===== config.mk =====
export PLATFORM = sky130hd
export DESIGN_NAME = murmur64a_key_hash
export DESIGN_NICKNAME = d
export VERILOG_FILES = /design/src/rtl/core/mkh_pkg.sv /design/src/rtl/core/mkh_front.sv /design/src/rtl/core/mkh_mul.sv /design/src/rtl/core/mkh_back.sv /design/src/rtl/core/murmur64a_key_hash.sv
export SDC_FILE = /design/constraint.sdc
export NUM_CORES = 2
export LEC_CHECK = 0
export ABC_AREA = 1
export ABC_CLOCK_PERIOD_IN_PS = 11850
export BUFFER_PORTS_ARGS = -buffer_cell sky130_fd_sc_hd__buf_2
export CORE_ASPECT_RATIO = 0.75
export CORE_MARGIN = 8
export CORE_UTILIZATION = 65
export CTS_CLUSTER_SIZE = 16
export DETAILED_ROUTE_END_ITERATION = 6
export GPL_TIMING_DRIVEN = 0
export PLACE_DENSITY = 0.83
export REMOVE_ABC_BUFFERS = 1
export SLEW_MARGIN = 20
export SYNTH_ARGS = -nofsm -noshare
export SYNTH_HDL_FRONTEND = slang
export SYNTH_SLANG_ARGS = --single-unit

===== constraint.sdc =====
create_clock -name i_clk -period 11.85 [get_ports i_clk]
set_input_delay 0.5925 -clock i_clk [delete_from_list [all_inputs] [get_ports i_clk]]
set_output_delay 0.5925 -clock i_clk [all_outputs]
set_load 0.01 [all_outputs]

===== src/rtl/core/mkh_pkg.sv =====
package mkh_pkg;

    localparam int WORD_W = 64;
    localparam int LEN_W  = 12;
    localparam int SEED_W = 32;
    localparam int TAIL_W = 3;

    localparam logic [63:0] MUL_CONST = 64'hc6a4a7935bd1e995;
    localparam logic [31:0] MUL_LO    = MUL_CONST[31:0];
    localparam logic [31:0] MUL_HI    = MUL_CONST[63:32];
    localparam int          SHIFT_AMT = 47;

    localparam logic [15:0] KEY_LEN_MAX = 16'd4095;
    localparam logic [31:0] SEED_RESET  = 32'd1;
    localparam int          FQ_DEPTH    = 2;

    typedef struct packed {
        logic [WORD_W-1:0] word;
        logic [LEN_W-1:0]  len;
        logic              first;
        logic              last;
        logic              empty;
        logic [TAIL_W-1:0] tail;
    } t_entry;

    typedef struct packed {
        logic              start;
        logic [WORD_W-1:0] operand;
    } t_mul_req;

    typedef struct packed {
        logic              done;
        logic [WORD_W-1:0] product;
    } t_mul_rsp;

    typedef enum logic [1:0] {
        MUL_IDLE,
        MUL_LH,
        MUL_HL,
        MUL_DONE
    } t_mul_state;

    typedef enum logic [2:0] {
        B_IDLE,
        B_SEED,
        B_DISP,
        B_K1,
        B_K2,
        B_H,
        B_FIN,
        B_OUT
    } t_back_state;

endpackage


===== src/rtl/core/mkh_front.sv =====
module mkh_front #(
    parameter int FQ_DEPTH = mkh_pkg::FQ_DEPTH
) (
    input  logic                        i_clk,
    input  logic                        i_rst_n,
    input  logic                        i_push,
    output logic                        o_full,
    input  logic [mkh_pkg::WORD_W-1:0]  i_key_word,
    input  logic [mkh_pkg::LEN_W-1:0]   i_key_length,
    input  logic                        i_first_word,
    input  logic                        i_last_word,
    output logic                        o_avail,
    input  logic                        i_take,
    output mkh_pkg::t_entry             o_entry
);

    localparam int PTR_W = (FQ_DEPTH > 1) ? $clog2(FQ_DEPTH) : 1;
    localparam int CNT_W = $clog2(FQ_DEPTH + 1);

    mkh_pkg::t_entry  r_mem [FQ_DEPTH];
    logic [PTR_W-1:0] r_wr, n_wr;
    logic [PTR_W-1:0] r_rd, n_rd;
    logic [CNT_W-1:0] r_cnt, n_cnt;

    mkh_pkg::t_entry  cls;
    logic [15:0]      len_ext;
    logic [15:0]      len_c;
    logic             wr_en;
    logic             rd_en;

    // clamp length, derive tail count and empty-key flag
    always_comb begin
        len_ext   = 16'(i_key_length);
        len_c     = (len_ext > mkh_pkg::KEY_LEN_MAX) ? mkh_pkg::KEY_LEN_MAX : len_ext;
        cls.word  = i_key_word;
        cls.len   = len_c[mkh_pkg::LEN_W-1:0];
        cls.first = i_first_word;
        cls.last  = i_last_word;
        cls.empty = i_first_word && (len_c == 16'd0);
        cls.tail  = len_c[mkh_pkg::TAIL_W-1:0];
    end

    assign o_full  = (r_cnt == CNT_W'(FQ_DEPTH));
    assign o_avail = (r_cnt != '0);
    assign o_entry = r_mem[r_rd];
    assign wr_en   = i_push && !o_full;
    assign rd_en   = i_take && o_avail;

    always_comb begin
        n_wr  = r_wr;
        n_rd  = r_rd;
        n_cnt = r_cnt;
        if (wr_en) begin
            n_wr = (r_wr == PTR_W'(FQ_DEPTH - 1)) ? '0 : r_wr + 1'b1;
        end
        if (rd_en) begin
            n_rd = (r_rd == PTR_W'(FQ_DEPTH - 1)) ? '0 : r_rd + 1'b1;
        end
        case ({wr_en, rd_en})
            2'b10:   n_cnt = r_cnt + 1'b1;
            2'b01:   n_cnt = r_cnt - 1'b1;
            default: n_cnt = r_cnt;
        endcase
    end

    always_ff @(posedge i_clk) begin
        if (!i_rst_n) begin
            r_wr  <= '0;
            r_rd  <= '0;
            r_cnt <= '0;
        end else begin
            r_wr  <= n_wr;
            r_rd  <= n_rd;
            r_cnt <= n_cnt;
        end
    end

    always_ff @(posedge i_clk) begin
        if (wr_en) begin
            r_mem[r_wr] <= cls;
        end
    end

endmodule


===== src/rtl/core/mkh_mul.sv =====
module mkh_mul (
    input  logic              i_clk,
    input  logic              i_rst_n,
    input  mkh_pkg::t_mul_req i_req,
    output mkh_pkg::t_mul_rsp o_rsp
);

    // x * M mod 2^64 from three 32x32 partial products, one per cycle
    mkh_pkg::t_mul_state r_state, n_state;
    logic [63:0] r_x;
    logic [63:0] r_lo;
    logic [31:0] r_cross;

    logic [31:0] op_a;
    logic [31:0] op_b;
    logic [63:0] prod;
    logic        take;

    assign take = i_req.start && (r_state == mkh_pkg::MUL_IDLE || r_state == mkh_pkg::MUL_DONE);

    always_comb begin
        n_state = r_state;
        op_a    = i_req.operand[31:0];
        op_b    = mkh_pkg::MUL_LO;
        unique case (r_state)
            mkh_pkg::MUL_IDLE: begin
                if (i_req.start) n_state = mkh_pkg::MUL_LH;
            end
            mkh_pkg::MUL_LH: begin
                op_a    = r_x[31:0];
                op_b    = mkh_pkg::MUL_HI;
                n_state = mkh_pkg::MUL_HL;
            end
            mkh_pkg::MUL_HL: begin
                op_a    = r_x[63:32];
                op_b    = mkh_pkg::MUL_LO;
                n_state = mkh_pkg::MUL_DONE;
            end
            mkh_pkg::MUL_DONE: begin
                n_state = i_req.start ? mkh_pkg::MUL_LH : mkh_pkg::MUL_IDLE;
            end
            default: n_state = mkh_pkg::MUL_IDLE;
        endcase
        prod = 64'(op_a) * 64'(op_b);
    end

    assign o_rsp.done    = (r_state == mkh_pkg::MUL_DONE);
    assign o_rsp.product = {r_lo[63:32] + r_cross, r_lo[31:0]};

    always_ff @(posedge i_clk) begin
        if (!i_rst_n) begin
            r_state <= mkh_pkg::MUL_IDLE;
        end else begin
            r_state <= n_state;
        end
    end

    always_ff @(posedge i_clk) begin
        if (take) begin
            r_x  <= i_req.operand;
            r_lo <= prod;
        end
        if (r_state == mkh_pkg::MUL_LH) begin
            r_cross <= prod[31:0];
        end
        if (r_state == mkh_pkg::MUL_HL) begin
            r_cross <= r_cross + prod[31:0];
        end
    end

endmodule


===== src/rtl/core/mkh_back.sv =====
module mkh_back (
    input  logic                        i_clk,
    input  logic                        i_rst_n,
    input  logic [mkh_pkg::SEED_W-1:0]  i_seed,
    input  logic                        i_avail,
    output logic                        o_take,
    input  mkh_pkg::t_entry             i_entry,
    output mkh_pkg::t_mul_req           o_mul_req,
    input  mkh_pkg::t_mul_rsp           i_mul_rsp,
    output logic                        o_out_valid,
    output logic [mkh_pkg::WORD_W-1:0]  o_out_hash,
    input  logic                        i_pop
);

    function automatic logic [63:0] xs47(input logic [63:0] x);
        return x ^ (x >> mkh_pkg::SHIFT_AMT);
    endfunction

    function automatic logic [63:0] tail_mask(input logic [2:0] n);
        logic [63:0] m;
        for (int b = 0; b < 8; b++) begin
            m[b*8 +: 8] = (3'(b) < n) ? 8'hff : 8'h00;
        end
        return m;
    endfunction

    mkh_pkg::t_back_state r_state, n_state;
    logic [63:0] r_word, n_word;
    logic        r_last, n_last;
    logic        r_empty, n_empty;
    logic [63:0] r_h, n_h;
    logic [63:0] r_run, n_run;
    logic [2:0]  r_tail, n_tail;
    logic        r_out_valid, n_out_valid;
    logic [63:0] r_out_hash, n_out_hash;

    logic [63:0] prod;
    logic        done;

    assign prod = i_mul_rsp.product;
    assign done = i_mul_rsp.done;

    always_comb begin
        n_state           = r_state;
        n_word            = r_word;
        n_last            = r_last;
        n_empty           = r_empty;
        n_h               = r_h;
        n_run             = r_run;
        n_tail            = r_tail;
        n_out_valid       = r_out_valid && !i_pop;
        n_out_hash        = r_out_hash;
        o_take            = 1'b0;
        o_mul_req.start   = 1'b0;
        o_mul_req.operand = '0;
        unique case (r_state)
            mkh_pkg::B_IDLE: begin
                if (i_avail) begin
                    o_take  = 1'b1;
                    n_word  = i_entry.word;
                    n_last  = i_entry.last;
                    n_empty = i_entry.empty;
                    if (i_entry.first) begin
                        n_tail            = i_entry.tail;
                        o_mul_req.start   = 1'b1;
                        o_mul_req.operand = 64'(i_entry.len);
                        n_state           = mkh_pkg::B_SEED;
                    end else begin
                        n_h     = r_run;
                        n_state = mkh_pkg::B_DISP;
                    end
                end
            end
            mkh_pkg::B_SEED: begin
                if (done) begin
                    n_h     = 64'(i_seed) ^ prod;
                    n_state = mkh_pkg::B_DISP;
                end
            end
            mkh_pkg::B_DISP: begin
                o_mul_req.start = 1'b1;
                if (!r_last || (!r_empty && r_tail == 3'd0)) begin
                    o_mul_req.operand = r_word;
                    n_state           = mkh_pkg::B_K1;
                end else if (r_empty) begin
                    o_mul_req.operand = xs47(r_h);
                    n_state           = mkh_pkg::B_FIN;
                end else begin
                    o_mul_req.operand = r_h ^ (r_word & tail_mask(r_tail));
                    n_state           = mkh_pkg::B_H;
                end
            end
            mkh_pkg::B_K1: begin
                if (done) begin
                    o_mul_req.start   = 1'b1;
                    o_mul_req.operand = xs47(prod);
                    n_state           = mkh_pkg::B_K2;
                end
            end
            mkh_pkg::B_K2: begin
                if (done) begin
                    o_mul_req.start   = 1'b1;
                    o_mul_req.operand = r_h ^ prod;
                    n_state           = mkh_pkg::B_H;
                end
            end
            mkh_pkg::B_H: begin
                if (done) begin
                    if (r_last) begin
                        o_mul_req.start   = 1'b1;
                        o_mul_req.operand = xs47(prod);
                        n_state           = mkh_pkg::B_FIN;
                    end else begin
                        n_run   = prod;
                        n_state = mkh_pkg::B_IDLE;
                    end
                end
            end
            mkh_pkg::B_FIN: begin
                if (done) begin
                    n_h     = xs47(prod);
                    n_state = mkh_pkg::B_OUT;
                end
            end
            mkh_pkg::B_OUT: begin
                if (!r_out_valid || i_pop) begin
                    n_out_valid = 1'b1;
                    n_out_hash  = r_h;
                    n_run       = '0;
                    n_tail      = '0;
                    n_state     = mkh_pkg::B_IDLE;
                end
            end
            default: n_state = mkh_pkg::B_IDLE;
        endcase
    end

    assign o_out_valid = r_out_valid;
    assign o_out_hash  = r_out_hash;

    always_ff @(posedge i_clk) begin
        if (!i_rst_n) begin
            r_state     <= mkh_pkg::B_IDLE;
            r_run       <= '0;
            r_tail      <= '0;
            r_out_valid <= 1'b0;
        end else begin
            r_state     <= n_state;
            r_run       <= n_run;
            r_tail      <= n_tail;
            r_out_valid <= n_out_valid;
        end
    end

    always_ff @(posedge i_clk) begin
        r_word     <= n_word;
        r_last     <= n_last;
        r_empty    <= n_empty;
        r_h        <= n_h;
        r_out_hash <= n_out_hash;
    end

endmodule


===== src/rtl/core/murmur64a_key_hash.sv =====
// Words are taken one at a time; a middle full word costs k*M, mixed k*M and h*M.
// A first word adds the seed product; a last word adds the finalizer and the result load.
// A tail word needs only h*M before the finalizer; an empty key goes straight to it.
// Rate is set by the shared 32x32 multiplier: each 64-bit product takes three partial products.
// A 2-entry input queue and a 1-entry result register decouple the two sides.
// Reset is synchronous, active low: queues, state and result flag clear, seed returns to 1.
module murmur64a_key_hash #(
    parameter int FQ_DEPTH = mkh_pkg::FQ_DEPTH
) (
    input  logic                        i_clk,
    input  logic                        i_rst_n,
    input  logic                        push,
    output logic                        full,
    input  logic [mkh_pkg::WORD_W-1:0]  i_key_word,
    input  logic [mkh_pkg::LEN_W-1:0]   i_key_length,
    input  logic                        i_first_word,
    input  logic                        i_last_word,
    output logic                        empty,
    input  logic                        pop,
    output logic [mkh_pkg::WORD_W-1:0]  o_hash_value,
    input  logic                        i_cfg_valid,
    output logic                        o_cfg_ready,
    input  logic [mkh_pkg::SEED_W-1:0]  i_cfg_data
);

    logic [mkh_pkg::SEED_W-1:0] r_seed;
    logic                       avail;
    logic                       take;
    logic                       out_valid;
    mkh_pkg::t_entry            entry;
    mkh_pkg::t_mul_req          mul_req;
    mkh_pkg::t_mul_rsp          mul_rsp;

    assign o_cfg_ready = 1'b1;
    assign empty       = !out_valid;

    always_ff @(posedge i_clk) begin
        if (!i_rst_n) begin
            r_seed <= mkh_pkg::SEED_RESET;
        end else if (i_cfg_valid && o_cfg_ready) begin
            r_seed <= i_cfg_data;
        end
    end

    mkh_front #(
        .FQ_DEPTH (FQ_DEPTH)
    ) u_front (
        .i_clk        (i_clk),
        .i_rst_n      (i_rst_n),
        .i_push       (push),
        .o_full       (full),
        .i_key_word   (i_key_word),
        .i_key_length (i_key_length),
        .i_first_word (i_first_word),
        .i_last_word  (i_last_word),
        .o_avail      (avail),
        .i_take       (take),
        .o_entry      (entry)
    );

    mkh_mul u_mul (
        .i_clk   (i_clk),
        .i_rst_n (i_rst_n),
        .i_req   (mul_req),
        .o_rsp   (mul_rsp)
    );

    mkh_back u_back (
        .i_clk       (i_clk),
        .i_rst_n     (i_rst_n),
        .i_seed      (r_seed),
        .i_avail     (avail),
        .o_take      (take),
        .i_entry     (entry),
        .o_mul_req   (mul_req),
        .i_mul_rsp   (mul_rsp),
        .o_out_valid (out_valid),
        .o_out_hash  (o_hash_value),
        .i_pop       (pop)
    );

endmodule


==> results.toml <==
[global_routing]
grt_max_degree = 65
overflow = 0
grt_pass1_vias = 43100
grt_pass1_wl_mm = 269
grtUsageTotal_pct = 37.2
grt_antenna_before_repair = 4

[clock_network]
cts_sinks = 622
clk_path_buf_depth = 3
cts-htree-levels = 2
clockRootBuffer = "clkbuf_16"
path_clk_slew_ps = 70
cts_buffers = 52
cts_tree = "done"
clk_latency_ps = 640

[die]
die_y_microns = 269
fp.dieW_microns = 354
rows = 93
start_util_pct = 65.2
die_area_sq_mm = 0.0952
core_area_sq_mm = 0.0853
ios = 182

[worst_setup_path]
path_depth = 43
arrival_ps = 12030
crit_fanout = 44
crit_type = "reg -> reg"
critPathRequiredTime_ps = 12190
crit_top_cell = "inv_1"
slowest_stage = "fa_1"
endpoint_kind = "register"
cp-start-kind = "register"
ff2ff_setup_slack_ps = 160
max_stage_delay_ps = 660
path_buf_inv = 14
critPathTopFamily = "adder cells"
reg2regPathDepth = 43

[final_layout]
drive_above_1_share_pct = 9.85
area_growth_pct = 9.49
n_fill_cell = 6317
nets = 7339

[synthesis]
synth_edf_count = 512
synth_top_cell_by_area = "edfxtp_1"
ys_ff_latch = 622
ys_seq_area_share_pct = 31.6
syn_area_sq_mm = 0.0556
ys_warn_count = 0
yosys_most_used_dff = "edfxtp_1"
ys_types = 60
synth_area_leaders = "edfxtp_1 (28%), fa_1 (23%), ha_1 (10%)"
syn_area_per_cell_sq_um = 9.37
synthArstFlopShare_pct = 0
synthCells = 5931
yosysTopAreaCellShare_pct = 27.7

[route]
drt_iter0_drc = 6654
route.detailed.drc = 0
wl_per_cell_microns = 24.8
met1_length_mm = 73.6
routed_wl_mm = 181
met2_length_mm = 73.2
ant_nets = 0
dr.pass1.iters = 7
vias = 44400
top_layer = "met5"
vias_per_cell = 6.08
wl_met3_mm = 27.8

[run_status]
outcome = "completed"

[placed_design]
hpwl_mm = 146
place_congestion = 1.07
io_buffers = 180

[sta]
fin_tns_setup_ps = 0
fmax_mhz = 85.5
whs_ps = 140
min_period_ps = 11690
fin_crit_sh_pct = 98.6
tightest_slew_ps = 1170
report.final.hold_viol_count = 0
finalSetupViolations = 0
slew_viol_final = 0
clock_skew_ps = 36.2
relSlewSlack_pct = 21.6

[run]
maxCapViolations = 0

[min_path]
worst_hold_path_type = "in -> reg"
hold_depth = 1
-- repair_timing --
action,CTS,global route
pin swaps,1,11
cloned,0,1
setup endpoints to repair,26,13
buffers inserted,5,37
hold buffers,0,0
gates resized for setup,19,70
-- area by class of cell --
class / count / area (sq um) / share of cell area, %
inverters: 1242 / 4700 / 7.72
clock inverters: 30 / 272 / 0.446
clock buffers: 66 / 1430 / 2.34
diodes: 1 / 2.50 / 0.00411
repair buffers: 270 / 2210 / 3.63
flip-flops and latches: 622 / 17600 / 28.9
multi-input cells: 3931 / 33200 / 54.6
well taps: 1140 / 1430 / 2.34
-- per-layer routing --
| metal | track usage (%) | up-vias |
|---|---|---|
| li1 | - | 19300 |
| met1 | 55.4 | 21400 |
| met2 | 51.1 | 3192 |
| met3 | 13.1 | 458 |
| met4 | 10.9 | 2 |
| met5 | 0 | - |
-- worst register-to-register path, delay by kind of cell, from the launching register on --
kind,cells,cell delay [ps]
DFF,1,380
xor gates and xnor gates,2,420
adders and majority gates,10,4890
buffers and inverters,14,2000
and+or+nand+nor,14,2710
AOI/OAI and AO/OA,3,1020
-- metrics by stage --
step           std cells  setup WS (ps)  util, %  cell area [sq um]
3_3_place_gp        7114          -7670     67.2              57300
6_report            7302            161     71.4              60900
2_1_floorplan       5794            849        -              55000
3_5_place_dp        7162          -1460     68.5              58400
4_1_cts             7263           -156     70.6              60300
5_1_grt             7302          -65.9     71.4              60900
-- layout by cell type (no fill, tap or decap), drive strengths merged, types with 2 or more instances in the layout --
cell type	Yosys	routed
a221oi	4	4
bufinv	0	3
conb	2	3
o21ai	294	294
a221o	17	17
edfxtp	512	512
a211oi	4	4
ha	455	455
o221ai	30	30
xor2	131	131
nand2	1143	1143
xnor2	20	20
o22ai	10	10
a22oi	22	22
a22o	13	13
a21oi	278	278
o21bai	26	26
nand3b	8	8
or2	13	13
clkbuf	88	66
a21boi	4	4
and3	4	4
a21o	22	22
and2	4	4
a31oi	35	35
buf	50	270
o2111ai	2	2
nor2	347	348
nor4	8	8
dfxtp	110	110
clkinvlp	0	10
nor3	35	35
o21a	14	14
nor3b	4	4
o211ai	15	15
nand3	276	276
nand4	36	36
fa	650	650
clkinv	2	21
inv	1240	1238
-- registers in the layout, summed over array words and instances, names as in the netlist, 32 cells and up, named ones only --
| register | count |
|---|---|
| u_front.r_mem | 158 |
| u_mul.r_cross | 32 |
| u_mul.r_lo | 64 |
| u_back.r_run | 64 |
| u_mul.r_x | 64 |
| u_back.r_word | 64 |
| u_back.r_h | 64 |
| u_back.o_out_hash | 64 |
| r_seed | 32 |
-- worst paths after layout --
check / endpoint / start
worst max-delay path: u_mul.r_cross[31] / u_back.r_tail[2]
worst min-delay path: u_front.r_mem[1][80] / i_key_word[62]
worst max register to register: u_mul.r_cross[31] / u_back.r_tail[2]
worst min register to register: register / u_front.r_rd
-- kinds of logic after synthesis --
kind of cell | count (synthesis) | synth area share (%)
simple gates | 1879 | 14.5
other cells | 2 | 0.0135
flops | 622 | 31.6
xor+xnor | 151 | 2.38
fa+ha+maj | 1105 | 33.6
compound gates | 792 | 8.31
buf+inv | 1380 | 9.51
-- cells in the mapped netlist, types with 5 or more instances --
cell type	count
nand4_1	35
nand3_2	28
buf_2	20
o22ai_1	10
edfxtp_1	512
a22o_1	13
ha_1	455
nor2_2	25
fa_1	650
inv_1	1205
nor3_1	33
xor2_1	131
nand3_4	6
nor4_1	8
a221o_1	17
a22oi_1	22
or2_2	11
o221ai_1	30
a21o_1	22
dfxtp_1	110
o211ai_1	15
o21ai_1	24
o21a_1	13
nor2_1	318
xnor2_1	20
nand3_1	242
buf_6	5
nand2_2	26
a31oi_1	35
nand3b_1	8
o21ai_2	9
buf_4	12
o21bai_1	26
inv_2	35
o21ai_0	261
a21oi_1	275
buf_1	13
clkbuf_1	88
nand2_1	1115
Power is left out: the tool's default activity adds up to more than one toggle a clock period on the data nets, which glitch-free logic cannot reach.
